==> src/hdl/irlcm_pkg.sv <==
// ----------------------------------------------------------------------------
// IR learning code matcher package
// Shared constants, event and class codes, and the types passed between the
// matcher modules.
// ----------------------------------------------------------------------------
package irlcm_pkg;

    localparam int DATA_W    = 16;
    localparam int BYTE_W    = 8;
    localparam int CFG_IDX_W = 3;
    localparam int REQ_W     = 2;
    localparam int CLS_W     = 2;
    localparam int LEARN_W   = 2;

    localparam int FRAME_EDGES_DEF = 33;

    // Edge positions, counted from zero, that carry the two code bytes.
    localparam int HIGH_FIRST = 2;
    localparam int HIGH_LAST  = 9;
    localparam int LOW_FIRST  = 18;
    localparam int LOW_LAST   = 25;

    // Window reset values in timer counts.
    localparam logic [DATA_W-1:0] SYNC_MIN_RST = 16'd3150;
    localparam logic [DATA_W-1:0] SYNC_MAX_RST = 16'd5850;
    localparam logic [DATA_W-1:0] ONE_MIN_RST  = 16'd1180;
    localparam logic [DATA_W-1:0] ONE_MAX_RST  = 16'd2200;
    localparam logic [DATA_W-1:0] ZERO_MIN_RST = 16'd394;
    localparam logic [DATA_W-1:0] ZERO_MAX_RST = 16'd732;

    localparam logic [DATA_W-1:0] ERASED_CODE = 16'hFFFF;
    localparam logic [BYTE_W-1:0] FORCED_BYTE = 8'hFF;

    // Configuration register indexes.
    localparam logic [CFG_IDX_W-1:0] CFG_SYNC_MIN = 3'd0;
    localparam logic [CFG_IDX_W-1:0] CFG_SYNC_MAX = 3'd1;
    localparam logic [CFG_IDX_W-1:0] CFG_ONE_MIN  = 3'd2;
    localparam logic [CFG_IDX_W-1:0] CFG_ONE_MAX  = 3'd3;
    localparam logic [CFG_IDX_W-1:0] CFG_ZERO_MIN = 3'd4;
    localparam logic [CFG_IDX_W-1:0] CFG_ZERO_MAX = 3'd5;

    // Event types.
    localparam logic [REQ_W-1:0] REQ_EDGE   = 2'd0;
    localparam logic [REQ_W-1:0] REQ_ARM    = 2'd1;
    localparam logic [REQ_W-1:0] REQ_TOGGLE = 2'd2;
    localparam logic [REQ_W-1:0] REQ_ERASE  = 2'd3;

    // Interval classes.
    localparam logic [CLS_W-1:0] CLS_NONE = 2'd0;
    localparam logic [CLS_W-1:0] CLS_ONE  = 2'd1;
    localparam logic [CLS_W-1:0] CLS_ZERO = 2'd2;
    localparam logic [CLS_W-1:0] CLS_SYNC = 2'd3;

    // Learn target codes.
    localparam logic [LEARN_W-1:0] LEARN_IDLE  = 2'd0;
    localparam logic [LEARN_W-1:0] LEARN_SLOT0 = 2'd1;
    localparam logic [LEARN_W-1:0] LEARN_SLOT1 = 2'd2;

    typedef struct packed {
        logic [DATA_W-1:0] sync_min;
        logic [DATA_W-1:0] sync_max;
        logic [DATA_W-1:0] one_min;
        logic [DATA_W-1:0] one_max;
        logic [DATA_W-1:0] zero_min;
        logic [DATA_W-1:0] zero_max;
    } win_t;

    typedef struct packed {
        logic              done;
        logic [DATA_W-1:0] code;
    } frame_t;

endpackage

==> src/hdl/irlcm_if.sv <==
// ----------------------------------------------------------------------------
// IR learning code matcher channels
// Valid/ready channels for the event stream and the result stream.
// ----------------------------------------------------------------------------
interface irlcm_req_if
    import irlcm_pkg::*;
();
    logic              valid;
    logic              ready;
    logic [REQ_W-1:0]  req_type;
    logic [DATA_W-1:0] interval;
    logic              slot;

    modport source (output valid, output req_type, output interval, output slot,
                    input ready);
    modport sink (input valid, input req_type, input interval, input slot,
                  output ready);
endinterface

interface irlcm_res_if
    import irlcm_pkg::*;
();
    logic              valid;
    logic              ready;
    logic              relay_one_on;
    logic              relay_two_on;
    logic              frame_done;
    logic [DATA_W-1:0] received_code;
    logic              learning_active;
    logic              code_learned;

    modport source (output valid, output relay_one_on, output relay_two_on,
                    output frame_done, output received_code,
                    output learning_active, output code_learned, input ready);
    modport sink (input valid, input relay_one_on, input relay_two_on,
                  input frame_done, input received_code,
                  input learning_active, input code_learned, output ready);
endinterface

==> src/hdl/irlcm_classify.sv <==
// ----------------------------------------------------------------------------
// IR interval classifier
// Sorts one interval into the one, zero or sync window, in that order.
// ----------------------------------------------------------------------------
module irlcm_classify
    import irlcm_pkg::*;
(
    input  win_t              win,
    input  logic [DATA_W-1:0] interval,
    output logic [CLS_W-1:0]  cls
);

    always_comb
    begin
        priority if (interval >= win.one_min && interval <= win.one_max)
            cls = CLS_ONE;
        else if (interval >= win.zero_min && interval <= win.zero_max)
            cls = CLS_ZERO;
        else if (interval >= win.sync_min && interval <= win.sync_max)
            cls = CLS_SYNC;
        else
            cls = CLS_NONE;
    end

endmodule

==> src/hdl/irlcm_frame.sv <==
// ----------------------------------------------------------------------------
// IR frame assembler
// Counts frame edges and shifts the classified bits into the two code bytes.
// ----------------------------------------------------------------------------
module irlcm_frame
    import irlcm_pkg::*;
#(
    parameter int FRAME_EDGES = FRAME_EDGES_DEF
)
(
    input  logic             clk,
    input  logic             rst_n,
    input  logic             step,
    input  logic [CLS_W-1:0] cls,
    output frame_t           frame
);

    localparam int CNT_W = $clog2(FRAME_EDGES + 1);
    localparam logic [CNT_W-1:0] LAST_EDGE = CNT_W'(FRAME_EDGES - 1);
    localparam logic [CNT_W-1:0] HF = CNT_W'(HIGH_FIRST);
    localparam logic [CNT_W-1:0] HL = CNT_W'(HIGH_LAST);
    localparam logic [CNT_W-1:0] LF = CNT_W'(LOW_FIRST);
    localparam logic [CNT_W-1:0] LL = CNT_W'(LOW_LAST);

    logic [CNT_W-1:0]  edge_count_reg, edge_count_next;
    logic [BYTE_W-1:0] high_acc_reg, high_acc_next;
    logic [BYTE_W-1:0] low_acc_reg, low_acc_next;
    logic              high_forced_reg, high_forced_next;
    logic              low_forced_reg, low_forced_next;

    logic              in_high, in_low, last;
    logic [BYTE_W-1:0] high_byte, low_byte;
    logic [BYTE_W-1:0] high_acc_upd, low_acc_upd;
    logic              high_forced_upd, low_forced_upd;

    assign in_high = (edge_count_reg >= HF) && (edge_count_reg <= HL);
    assign in_low  = (edge_count_reg >= LF) && (edge_count_reg <= LL);
    assign last    = (edge_count_reg == LAST_EDGE);

    // The bytes with the current edge shifted in.
    always_comb
    begin
        high_acc_upd    = high_acc_reg;
        low_acc_upd     = low_acc_reg;
        high_forced_upd = high_forced_reg;
        low_forced_upd  = low_forced_reg;
        if (in_high && !high_forced_reg)
        begin
            high_acc_upd    = {high_acc_reg[BYTE_W-2:0], cls == CLS_ONE};
            high_forced_upd = (cls == CLS_SYNC);
        end
        if (in_low && !low_forced_reg)
        begin
            low_acc_upd    = {low_acc_reg[BYTE_W-2:0], cls == CLS_ONE};
            low_forced_upd = (cls == CLS_SYNC);
        end
    end

    always_comb
    begin
        high_acc_next    = high_acc_reg;
        low_acc_next     = low_acc_reg;
        high_forced_next = high_forced_reg;
        low_forced_next  = low_forced_reg;
        edge_count_next  = edge_count_reg;
        if (step)
        begin
            high_acc_next    = high_acc_upd;
            low_acc_next     = low_acc_upd;
            high_forced_next = high_forced_upd;
            low_forced_next  = low_forced_upd;
            edge_count_next  = edge_count_reg + 1'b1;
            if (last)
            begin
                edge_count_next  = '0;
                high_acc_next    = '0;
                low_acc_next     = '0;
                high_forced_next = 1'b0;
                low_forced_next  = 1'b0;
            end
        end
    end

    // With a short frame the last edge can still carry a low byte bit, so the
    // code is taken from the bytes after this edge.
    assign high_byte  = high_forced_upd ? FORCED_BYTE : high_acc_upd;
    assign low_byte   = low_forced_upd ? FORCED_BYTE : low_acc_upd;
    assign frame.done = step && last;
    assign frame.code = {high_byte, low_byte};

    always_ff @(posedge clk or negedge rst_n)
    begin
        if (!rst_n)
        begin
            edge_count_reg  <= '0;
            high_acc_reg    <= '0;
            low_acc_reg     <= '0;
            high_forced_reg <= 1'b0;
            low_forced_reg  <= 1'b0;
        end
        else
        begin
            edge_count_reg  <= edge_count_next;
            high_acc_reg    <= high_acc_next;
            low_acc_reg     <= low_acc_next;
            high_forced_reg <= high_forced_next;
            low_forced_reg  <= low_forced_next;
        end
    end

endmodule

==> src/hdl/ir_learning_code_matcher_core.sv <==
// ----------------------------------------------------------------------------
// IR learning code matcher core
// Decodes NEC-style IR frames from edge intervals, learns two codes and
// toggles two relays when a received code matches a learned one.
// ----------------------------------------------------------------------------
//
//   Channel   Direction   Moves
//   --------  ----------  ----------------------------------------------------
//   req       in          one event: edge interval, arm, toggle or erase
//   res       out         relay states and frame status after that event
//   cfg       in          write-only window registers (no handshake)
//
// Every event moves from its transfer on req into the input register, then
// through the decode logic into the result register, which drives res. A
// new event is taken every cycle as long as res drains; the rate is set by
// the single decode stage, which updates all state as the event advances.
// A stall on res holds the result register and then the input register, and
// req.ready drops only when both are full. Reset clears the frame, the learn
// slot and the relays, and sets both stored codes to the erased value.
//
module ir_learning_code_matcher_core
    import irlcm_pkg::*;
#(
    parameter int FRAME_EDGES = FRAME_EDGES_DEF
)
(
    input  logic                 clk,
    input  logic                 rst_n,
    input  logic                 cfg_we,
    input  logic [CFG_IDX_W-1:0] cfg_index,
    input  logic [DATA_W-1:0]    cfg_data,
    irlcm_req_if.sink            req,
    irlcm_res_if.source          res
);

    // Window registers, for the user to write only while the block is idle; the block does not enforce it.
    win_t win_reg;

    always_ff @(posedge clk or negedge rst_n)
    begin
        if (!rst_n)
        begin
            win_reg.sync_min <= SYNC_MIN_RST;
            win_reg.sync_max <= SYNC_MAX_RST;
            win_reg.one_min  <= ONE_MIN_RST;
            win_reg.one_max  <= ONE_MAX_RST;
            win_reg.zero_min <= ZERO_MIN_RST;
            win_reg.zero_max <= ZERO_MAX_RST;
        end
        else if (cfg_we)
        begin
            unique case (cfg_index)
                CFG_SYNC_MIN: win_reg.sync_min <= cfg_data;
                CFG_SYNC_MAX: win_reg.sync_max <= cfg_data;
                CFG_ONE_MIN:  win_reg.one_min  <= cfg_data;
                CFG_ONE_MAX:  win_reg.one_max  <= cfg_data;
                CFG_ZERO_MIN: win_reg.zero_min <= cfg_data;
                CFG_ZERO_MAX: win_reg.zero_max <= cfg_data;
                default:      ;
            endcase
        end
    end

    // Input register stage.
    logic              in_valid_reg;
    logic [REQ_W-1:0]  in_type_reg;
    logic [DATA_W-1:0] in_interval_reg;
    logic              in_slot_reg;

    logic out_valid_reg;
    logic advance;

    // The decode stage moves whenever the result register is free or drains.
    assign advance   = in_valid_reg && (!out_valid_reg || res.ready);
    assign req.ready = !in_valid_reg || advance;

    always_ff @(posedge clk or negedge rst_n)
    begin
        if (!rst_n)
            in_valid_reg <= 1'b0;
        else if (req.valid && req.ready)
            in_valid_reg <= 1'b1;
        else if (advance)
            in_valid_reg <= 1'b0;
    end

    always_ff @(posedge clk)
    begin
        if (req.valid && req.ready)
        begin
            in_type_reg     <= req.req_type;
            in_interval_reg <= req.interval;
            in_slot_reg     <= req.slot;
        end
    end

    // Interval classing and frame assembly.
    logic [CLS_W-1:0] cls;
    frame_t           frame;
    logic             edge_step;

    assign edge_step = advance && (in_type_reg == REQ_EDGE);

    irlcm_classify u_classify (
        .win      (win_reg),
        .interval (in_interval_reg),
        .cls      (cls)
    );

    irlcm_frame #(
        .FRAME_EDGES (FRAME_EDGES)
    ) u_frame (
        .clk   (clk),
        .rst_n (rst_n),
        .step  (edge_step),
        .cls   (cls),
        .frame (frame)
    );

    // Learn slot, stored codes and relays.
    logic [LEARN_W-1:0] learn_reg, learn_next;
    logic [DATA_W-1:0]  code0_reg, code0_next;
    logic [DATA_W-1:0]  code1_reg, code1_next;
    logic               relay0_reg, relay0_next;
    logic               relay1_reg, relay1_next;
    logic               learning, learned;

    assign learning = (learn_reg == LEARN_SLOT0) || (learn_reg == LEARN_SLOT1);

    always_comb
    begin
        learn_next  = learn_reg;
        code0_next  = code0_reg;
        code1_next  = code1_reg;
        relay0_next = relay0_reg;
        relay1_next = relay1_reg;
        learned     = 1'b0;
        if (advance)
        begin
            unique case (in_type_reg)
                REQ_EDGE:
                begin
                    if (frame.done)
                    begin
                        // A learned frame is stored and never compared.
                        if (learning)
                        begin
                            if (learn_reg == LEARN_SLOT0)
                                code0_next = frame.code;
                            else
                                code1_next = frame.code;
                            learn_next = LEARN_IDLE;
                            learned    = 1'b1;
                        end
                        else
                        begin
                            relay0_next = relay0_reg ^ (frame.code == code0_reg);
                            relay1_next = relay1_reg ^ (frame.code == code1_reg);
                        end
                    end
                end
                REQ_ARM:
                    learn_next = in_slot_reg ? LEARN_SLOT1 : LEARN_SLOT0;
                REQ_TOGGLE:
                begin
                    if (in_slot_reg)
                        relay1_next = !relay1_reg;
                    else
                        relay0_next = !relay0_reg;
                end
                REQ_ERASE:
                begin
                    code0_next = ERASED_CODE;
                    code1_next = ERASED_CODE;
                end
                default: ;
            endcase
        end
    end

    always_ff @(posedge clk or negedge rst_n)
    begin
        if (!rst_n)
        begin
            learn_reg  <= LEARN_IDLE;
            code0_reg  <= ERASED_CODE;
            code1_reg  <= ERASED_CODE;
            relay0_reg <= 1'b0;
            relay1_reg <= 1'b0;
        end
        else
        begin
            learn_reg  <= learn_next;
            code0_reg  <= code0_next;
            code1_reg  <= code1_next;
            relay0_reg <= relay0_next;
            relay1_reg <= relay1_next;
        end
    end

    // Result register. The payload is loaded with the state after the event.
    logic              out_relay0_reg, out_relay1_reg;
    logic              out_done_reg, out_learning_reg, out_learned_reg;
    logic [DATA_W-1:0] out_code_reg;

    always_ff @(posedge clk or negedge rst_n)
    begin
        if (!rst_n)
            out_valid_reg <= 1'b0;
        else if (advance)
            out_valid_reg <= 1'b1;
        else if (res.ready)
            out_valid_reg <= 1'b0;
    end

    always_ff @(posedge clk)
    begin
        if (advance)
        begin
            out_relay0_reg   <= relay0_next;
            out_relay1_reg   <= relay1_next;
            out_done_reg     <= frame.done;
            out_code_reg     <= frame.done ? frame.code : '0;
            out_learning_reg <= (learn_next == LEARN_SLOT0) ||
                                (learn_next == LEARN_SLOT1);
            out_learned_reg  <= learned;
        end
    end

    assign res.valid           = out_valid_reg;
    assign res.relay_one_on    = out_relay0_reg;
    assign res.relay_two_on    = out_relay1_reg;
    assign res.frame_done      = out_done_reg;
    assign res.received_code   = out_code_reg;
    assign res.learning_active = out_learning_reg;
    assign res.code_learned    = out_learned_reg;

endmodule
==> src/flat_wrapper.sv <==
// flat-port wrapper written by rule: the top's interface ports become plain ports
module ir_learning_code_matcher_core_flat import irlcm_pkg::*;
#(
    parameter int FRAME_EDGES = FRAME_EDGES_DEF
)
  (clk, rst_n, cfg_we, cfg_index, cfg_data, req_valid, req_req_type, req_interval, req_slot, req_ready, res_valid, res_relay_one_on, res_relay_two_on, res_frame_done, res_received_code, res_learning_active, res_code_learned, res_ready);
  irlcm_req_if req_i ();
  irlcm_res_if res_i ();
  input  logic clk;
  input  logic rst_n;
  input  logic cfg_we;
  input  logic [CFG_IDX_W-1:0] cfg_index;
  input  logic [DATA_W-1:0] cfg_data;
  input wire logic [$bits(req_i.valid)-1:0] req_valid;
  input wire logic [$bits(req_i.req_type)-1:0] req_req_type;
  input wire logic [$bits(req_i.interval)-1:0] req_interval;
  input wire logic [$bits(req_i.slot)-1:0] req_slot;
  output wire logic [$bits(req_i.ready)-1:0] req_ready;
  output wire logic [$bits(res_i.valid)-1:0] res_valid;
  output wire logic [$bits(res_i.relay_one_on)-1:0] res_relay_one_on;
  output wire logic [$bits(res_i.relay_two_on)-1:0] res_relay_two_on;
  output wire logic [$bits(res_i.frame_done)-1:0] res_frame_done;
  output wire logic [$bits(res_i.received_code)-1:0] res_received_code;
  output wire logic [$bits(res_i.learning_active)-1:0] res_learning_active;
  output wire logic [$bits(res_i.code_learned)-1:0] res_code_learned;
  input wire logic [$bits(res_i.ready)-1:0] res_ready;
  assign req_i.valid = req_valid;
  assign req_i.req_type = req_req_type;
  assign req_i.interval = req_interval;
  assign req_i.slot = req_slot;
  assign req_ready = req_i.ready;
  assign res_valid = res_i.valid;
  assign res_relay_one_on = res_i.relay_one_on;
  assign res_relay_two_on = res_i.relay_two_on;
  assign res_frame_done = res_i.frame_done;
  assign res_received_code = res_i.received_code;
  assign res_learning_active = res_i.learning_active;
  assign res_code_learned = res_i.code_learned;
  assign res_i.ready = res_ready;
  ir_learning_code_matcher_core #(.FRAME_EDGES(FRAME_EDGES)) u_core (.clk(clk), .rst_n(rst_n), .cfg_we(cfg_we), .cfg_index(cfg_index), .cfg_data(cfg_data), .req(req_i), .res(res_i));
endmodule
==> config.mk <==
export PLATFORM = sky130hd
export DESIGN_NAME = ir_learning_code_matcher_core_flat
export DESIGN_NICKNAME = d
export VERILOG_FILES = /design/src/hdl/irlcm_pkg.sv /design/src/hdl/irlcm_if.sv /design/src/hdl/irlcm_classify.sv /design/src/hdl/irlcm_frame.sv /design/src/hdl/ir_learning_code_matcher_core.sv /design/src/flat_wrapper.sv
export SDC_FILE = /design/constraint.sdc
export NUM_CORES = 1
export LEC_CHECK = 0
export BUFFER_PORTS_ARGS = -buffer_cell sky130_fd_sc_hd__buf_2
export CAP_MARGIN = 5
export CORE_AREA = 10 10 201 203
export CTS_CLUSTER_DIAMETER = 30
export CTS_CLUSTER_SIZE = 20
export DETAILED_ROUTE_END_ITERATION = 12
export DIE_AREA = 0 0 211 213
export GPL_TIMING_DRIVEN = 0
export PLACE_DENSITY_LB_ADDON = 0.1
export SYNTH_ARGS = -nofsm -noshare
export SYNTH_HDL_FRONTEND = slang
export SYNTH_SLANG_ARGS = --single-unit
==> constraint.sdc <==
create_clock -name clk -period 4.35 [get_ports clk]
set_input_delay 0.2175 -clock clk [delete_from_list [all_inputs] [get_ports clk]]
set_output_delay 0.2175 -clock clk [all_outputs]
set_load 0.01 [all_outputs]
Word level (Yosys, flattened, before mapping) --
Index checks and enable logic that the tools add are counted.
Storage, ports and cells: register bits 198, bits of input ports 43, output and inout bits 23, logic and storage cells 138
Cells by class: add/sub/neg operators 1, order comparisons 10, equality and inequality tests 21, multiplexer cells 42, bitwise gates (word level) 2, reductions and logical operators 35
Operators with widths (number):
- two-way mux 16 bit | 6
- case mux 16 bit (2 select lines) | 2
- >= comparator 16 bit | 3
- <= comparator 16 bit | 3
- two-way mux 8 bit | 6
- equality test 16 bit | 2
- two-way mux 1 bit | 17
- two-way mux 2 bit | 7
- AND reduction 2 bit | 7
- logical AND 1 bit | 11
- equality test 2 bit (second input constant) | 5
- AND reduction 5 bit | 2
- equality test 2 x 1 -> 1 bit (second input constant) | 4
- adder 6 x 1 -> 6 bit (second input constant) | 1
- equality test 3 x 2 -> 1 bit (second input constant) | 2
- equality test 3 bit (second input constant) | 2
- equality test 6 bit (second input constant) | 1
- >= comparator 6 x 2 -> 1 bit (second input constant) | 1
- >= comparator 6 x 5 -> 1 bit (second input constant) | 1
- <= comparator 6 x 4 -> 1 bit (second input constant) | 1
- <= comparator 6 x 5 -> 1 bit (second input constant) | 1
- logical NOT 1 bit | 6
- two-way mux 6 bit | 1
- nonzero test 2 bit | 3
- other kinds (9) | 16

Logic depth before layout (Yosys ltp) --
depth after elaboration 14, depth in mapped cells 15

Cells and area by module --
Synthesis repeated with hierarchy kept, for this count alone.
Second synthesis, totals: cell total of the unflattened synthesis 985, area total of the unflattened synthesis 11005.6 sq um
By module, submodules not included:
- ir_learning_code_matcher_core | instances 1, cells each 487, area each 7041.8 sq um, sequential area each 4635.7 sq um
- irlcm_classify | instances 1, cells each 326, area each 2367.3 sq um, sequential area each 0.0 sq um
- irlcm_frame | instances 1, cells each 172, area each 1596.5 sq um, sequential area each 600.6 sq um

Worst setup path after synthesis --
Ideal clock, no wire load.
path type register to register, from register u_core.in_interval_reg[5], to register u_core.out_relay1_reg, in the netlist u_core.res.relay_two_on, data pin, library setup time 270 ps, arrival 3059 ps, required time 4080 ps, setup slack 1021 ps, stages on the path, launching flop included 12, path through edfxtp_1 -> ha_1 -> a211oi_1 -> nor2_1 -> o31a_1 -> o41ai_1 -> o211ai_1 -> o21ai_0 -> o211ai_1 -> a221o_1 -> o31ai_2 -> xor2_1
On the way: cells in the longest elaborated chain, start to end 14, elaborated cells between the ends (all ways) 26, those cells by class order compare: 6; eq/ne: 3; mux: 13; bitwise: 1; reduce/logical: 3
Ends and longest elaborated chain:
- start: declaration | line ir_learning_code_matcher_core.sv:67 | logic [DATA_W-1:0] in_interval_reg;
- start signal: assignment | line ir_learning_code_matcher_core.sv:92 | in_interval_reg <= req.interval;
- >= comparator 16 bit / <= comparator 16 bit (equally long branches) | line irlcm_classify.sv:19 | else if (interval >= win.sync_min && interval <= win.sync_max)
- logical AND 1 bit | line irlcm_classify.sv:19
- two-way mux 2 bit | line irlcm_classify.sv:19
- two-way mux 2 bit | line irlcm_classify.sv:17 | else if (interval >= win.zero_min && interval <= win.zero_max)
- two-way mux 2 bit * | line irlcm_classify.sv:15 | priority if (interval >= win.one_min && interval <= win.one_max)
- equality test 2 x 1 -> 1 bit / equality test 2 bit (equally long branches)
- two-way mux 8 bit (tied with other cells) | line irlcm_frame.sv:52 | if (in_low && !low_forced_reg)
- two-way mux 8 bit (on tied branches) | line irlcm_frame.sv:87, irlcm_frame.sv:86
- equality test 16 bit * | line ir_learning_code_matcher_core.sv:158 | relay1_next = relay1_reg ^ (frame.code == code1_reg);
- bitwise XOR 1 bit * | line ir_learning_code_matcher_core.sv:158
- two-way mux 1 bit * | line ir_learning_code_matcher_core.sv:146 | if (learning)
- two-way mux 1 bit * | line ir_learning_code_matcher_core.sv:143 | if (frame.done)
- case mux 1 bit (2 select lines) * | line ir_learning_code_matcher_core.sv:140 | unique case (in_type_reg)
- two-way mux 1 bit * | line ir_learning_code_matcher_core.sv:138 | if (advance)
- via u_core.relay1_next | line ir_learning_code_matcher_core.sv:125 | logic relay1_reg, relay1_next;
- end signal: assignment | line ir_learning_code_matcher_core.sv:221 | out_relay1_reg <= relay1_next;
- end: declaration | line ir_learning_code_matcher_core.sv:202 | logic out_relay0_reg, out_relay1_reg;
Mark *: on every way through the listed nets, which the timed path passes. The rest lies on a longest branch. A chain may end at the register's enable or synchronous reset.

Worst setup path after layout --
from register u_core.in_interval_reg[9], to register u_core.out_relay1_reg, in the netlist u_core.res.relay_two_on, data pin
The elaborated chain is that of the path after synthesis.

==> metrics.txt <==
wire length per cell 19.0 um; sw power around 1900 uW; most common cell after layout, fill and taps aside nand2_1; fin nets about 1,300; fmax ~240 MHz; total track usage around 15%; Worst VDD drop 0.289 mV; Final setup viols 0; final cell utilization of the core about a third; Worst-Margin Slew between 1 and 1.5 ns; GRT Residual Overflow 0; max reg flops 96; Comb power frac a little over a quarter; Placer Congestion between 0.8 and 0.9; clock-pin slew on the worst setup and hold paths approximately 0.080 ns; TNS Setup 0 ns; DIE AREA 44,900 um^2; hold path cells 3; via count a little over 8,000; iteration-0 DRC count of the detailed router ~480; Mapped Area between 10,000 and 15,000 um^2; class of the worst hold path in -> reg; initial core utilization 29.8%; root buffer cell clkbuf_16; Worst-Skew Late Latency ~0.45 ns; gate count of the mapped netlist 1,069; CP arrival 4.40 ns; post-detail-place hpwl approximately 23,000 um; Warnings, synthesis 0; Die Ht around 210 um; CTS tree yes; Mean Syn Cell Area approximately 10 um^2; Post-synth EDFFs 40; Clock Power Share between 20% and 30%; Mapped Nets about 1,200; Static Leakage around 0.0054 uW; Hold Slack about 0.048 ns; top-area cell type share of the netlist area between 20% and 30%; area grow syn2layout 16.7%; CTS Sinks just under 200; post-layout power between 5000 and 6000 uW; register area share after synthesis about half; Setup crit start kind register; status finished clean; Port Buffers 65; final WL 31,500 um; max-cap violation count 0; Worst R2R Path Depth 13; H-tree Lvls 4; CTS buffer count 17; FFs w/ async S/R, synth between 70% and 80%; top post-synthesis cells by area dfrtp_1 (22%), dfstp_2 (16%), ha_1 (12%); most frequent cells in the layout nand2_1 (115), inv_1 (105), ha_1 (103); Max Slew Vio Count 0; internal power 3680 uW; first-pass GRT wire length 50,000 um; drt drc 0; Fin. Hold Viols 0; FF+latch count, synth 198; Seq pwr share a little under half; unrepaired setup endpoints after global routing no; crit-path max FO 6; share of cells above drive strength 1 around a fifth; IO Pins 66; Setup Skew between 0.015 and 0.02 ns; core region area around 36,000 um^2; Worst EP required approximately 4.5 ns; number of global-route vias before repair 8,331; Antenna Cells 0; initial antenna violation count 0; Die Width 211 um; most common flop cell mapped by yosys dfrtp_1; CP Capture Type register; switching share of power around a third; min cycle time layout between 4 and 5 ns; PD cells around 440 nW/um^2; Synth area leader dfrtp_1; Final ANT Viol Nets 0; # rows 70; Final Cycle Share between 90% and 100%; critical path class reg -> reg; clock buffer depth 2; Via-to-Cell Ratio a little under 5; Cell variety after synth 70; DR pass1 iterations 4; largest net degree at the start of global routing 93; Rel. slew slack between 10% and 20%
## final timing paths
path,start,end,slack [ns]
worst max-delay path,u_core.in_interval_reg[9],u_core.res.relay_two_on,0.11
worst min-delay path,res_ready,u_core.res.valid,0.05
worst max register to register,u_core.in_interval_reg[9],u_core.res.relay_two_on,0.11
worst min register to register,u_core.relay1_reg,u_core.relay1_reg,0.46
max in group asynchronous,rst_n,u_core.win_reg[74],3.16
min in group asynchronous,rst_n,u_core.win_reg[34],0.29
## area by class of cell
class                           instances  area (um^2)
Sequential cell                       198         5240
Tap cell                              468          586
Fill cell                            3771        23600
Clock buffer                           17          425
Inverter                              105          394
Timing Repair Buffer                   93          618
Multi-Input combinational cell        729         5080
Buffer                                 37          163
Clock inverter                         15          115
## timing repair
action / in CTS / in global routing
endpoints found under the setup margin: 4 / 5
hold buffers: 21 / 0
setup buffers: 1 / 5
pin swaps: 0 / 1
endpoints found under the hold margin: 43 / 0
resized for setup: 6 / 8
## stage by stage
step | std cells | worst slack (ns) | cell area (um^2)
after global placement | 1602 | -0.430 | 11700
after CTS | 1657 | 0.00942 | 12500
after floorplan | 1069 | 1.02 | 10800
after detailed placement | 1603 | -0.396 | 11800
after global routing | 1662 | 0.00895 | 12600
final | 1662 | 0.111 | 12600
## worst max-delay path: stages, from the launching register on
cell	delay, ns
edfxtp_1	0.54
ha_1	0.36
nand4_1	0.27
nor4_4	0.40
nand4_1	0.25
o41a_1	0.21
a31oi_2	0.27
o211ai_1	0.14
buf_4	0.19
o21ai_2	0.19
o211ai_1	0.13
a221o_1	0.37
o31ai_2	0.46
xor2_1	0.14
## layer usage
metal  global-route usage, %  wire length, um  part of all wire [%]
met5                       0                0                     0
met4                    3.15              182                  0.58
met3                    2.96             1110                   3.5
met2                    21.1            13200                    42
met1                    21.8            17100                    54
## cell usage after synthesis (5+ instances only)
master,count
nand2_1,115
inv_1,105
ha_1,103
o21ai_0,98
dfrtp_1,93
a21oi_1,82
nor2_1,69
dfstp_2,65
edfxtp_1,40
mux2_2,36
clkbuf_1,33
nand4_1,20
and3_1,18
mux2i_1,14
nand3_1,11
xnor2_1,10
a22o_1,9
nor2b_1,8
nor3_1,8
a211oi_1,7
a21o_1,7
nand2b_1,7
xor2_1,7
o211ai_1,6
o21a_1,6
o22ai_1,6
a22oi_1,5
a31oi_1,5
and2_1,5
nor4_1,5
o2111ai_1,5
## power by group through the flow
| stage | registers, uW | logic, uW | clock network (uW) |
|---|---|---|---|
| 2_1_floorplan | 2500 | 1040 | 0 |
| 3_3_place_gp | 2570 | 1440 | 0 |
| 3_5_place_dp | 2570 | 1450 | 0 |
| 4_1_cts | 2530 | 1490 | 1600 |
| 5_1_grt | 2570 | 1740 | 1660 |
| 6_report | 2530 | 1510 | 1540 |
## cell families (layout without fill, tap and decap cells)
| family | Yosys count | in the layout | synth area share (%) |
|---|---|---|---|
| and+or+nand+nor | 283 | 283 | 12.2 |
| AOI/OAI and AO/OA | 274 | 274 | 15.4 |
| DFF | 198 | 198 | 48.5 |
| buffers and inverters | 142 | 267 | 5.15 |
| adders and majority gates | 103 | 103 | 11.9 |
| muxes | 52 | 52 | 5.47 |
| xor gates and xnor gates | 17 | 17 | 1.38 |
Power figures use the tool's default switching activity.
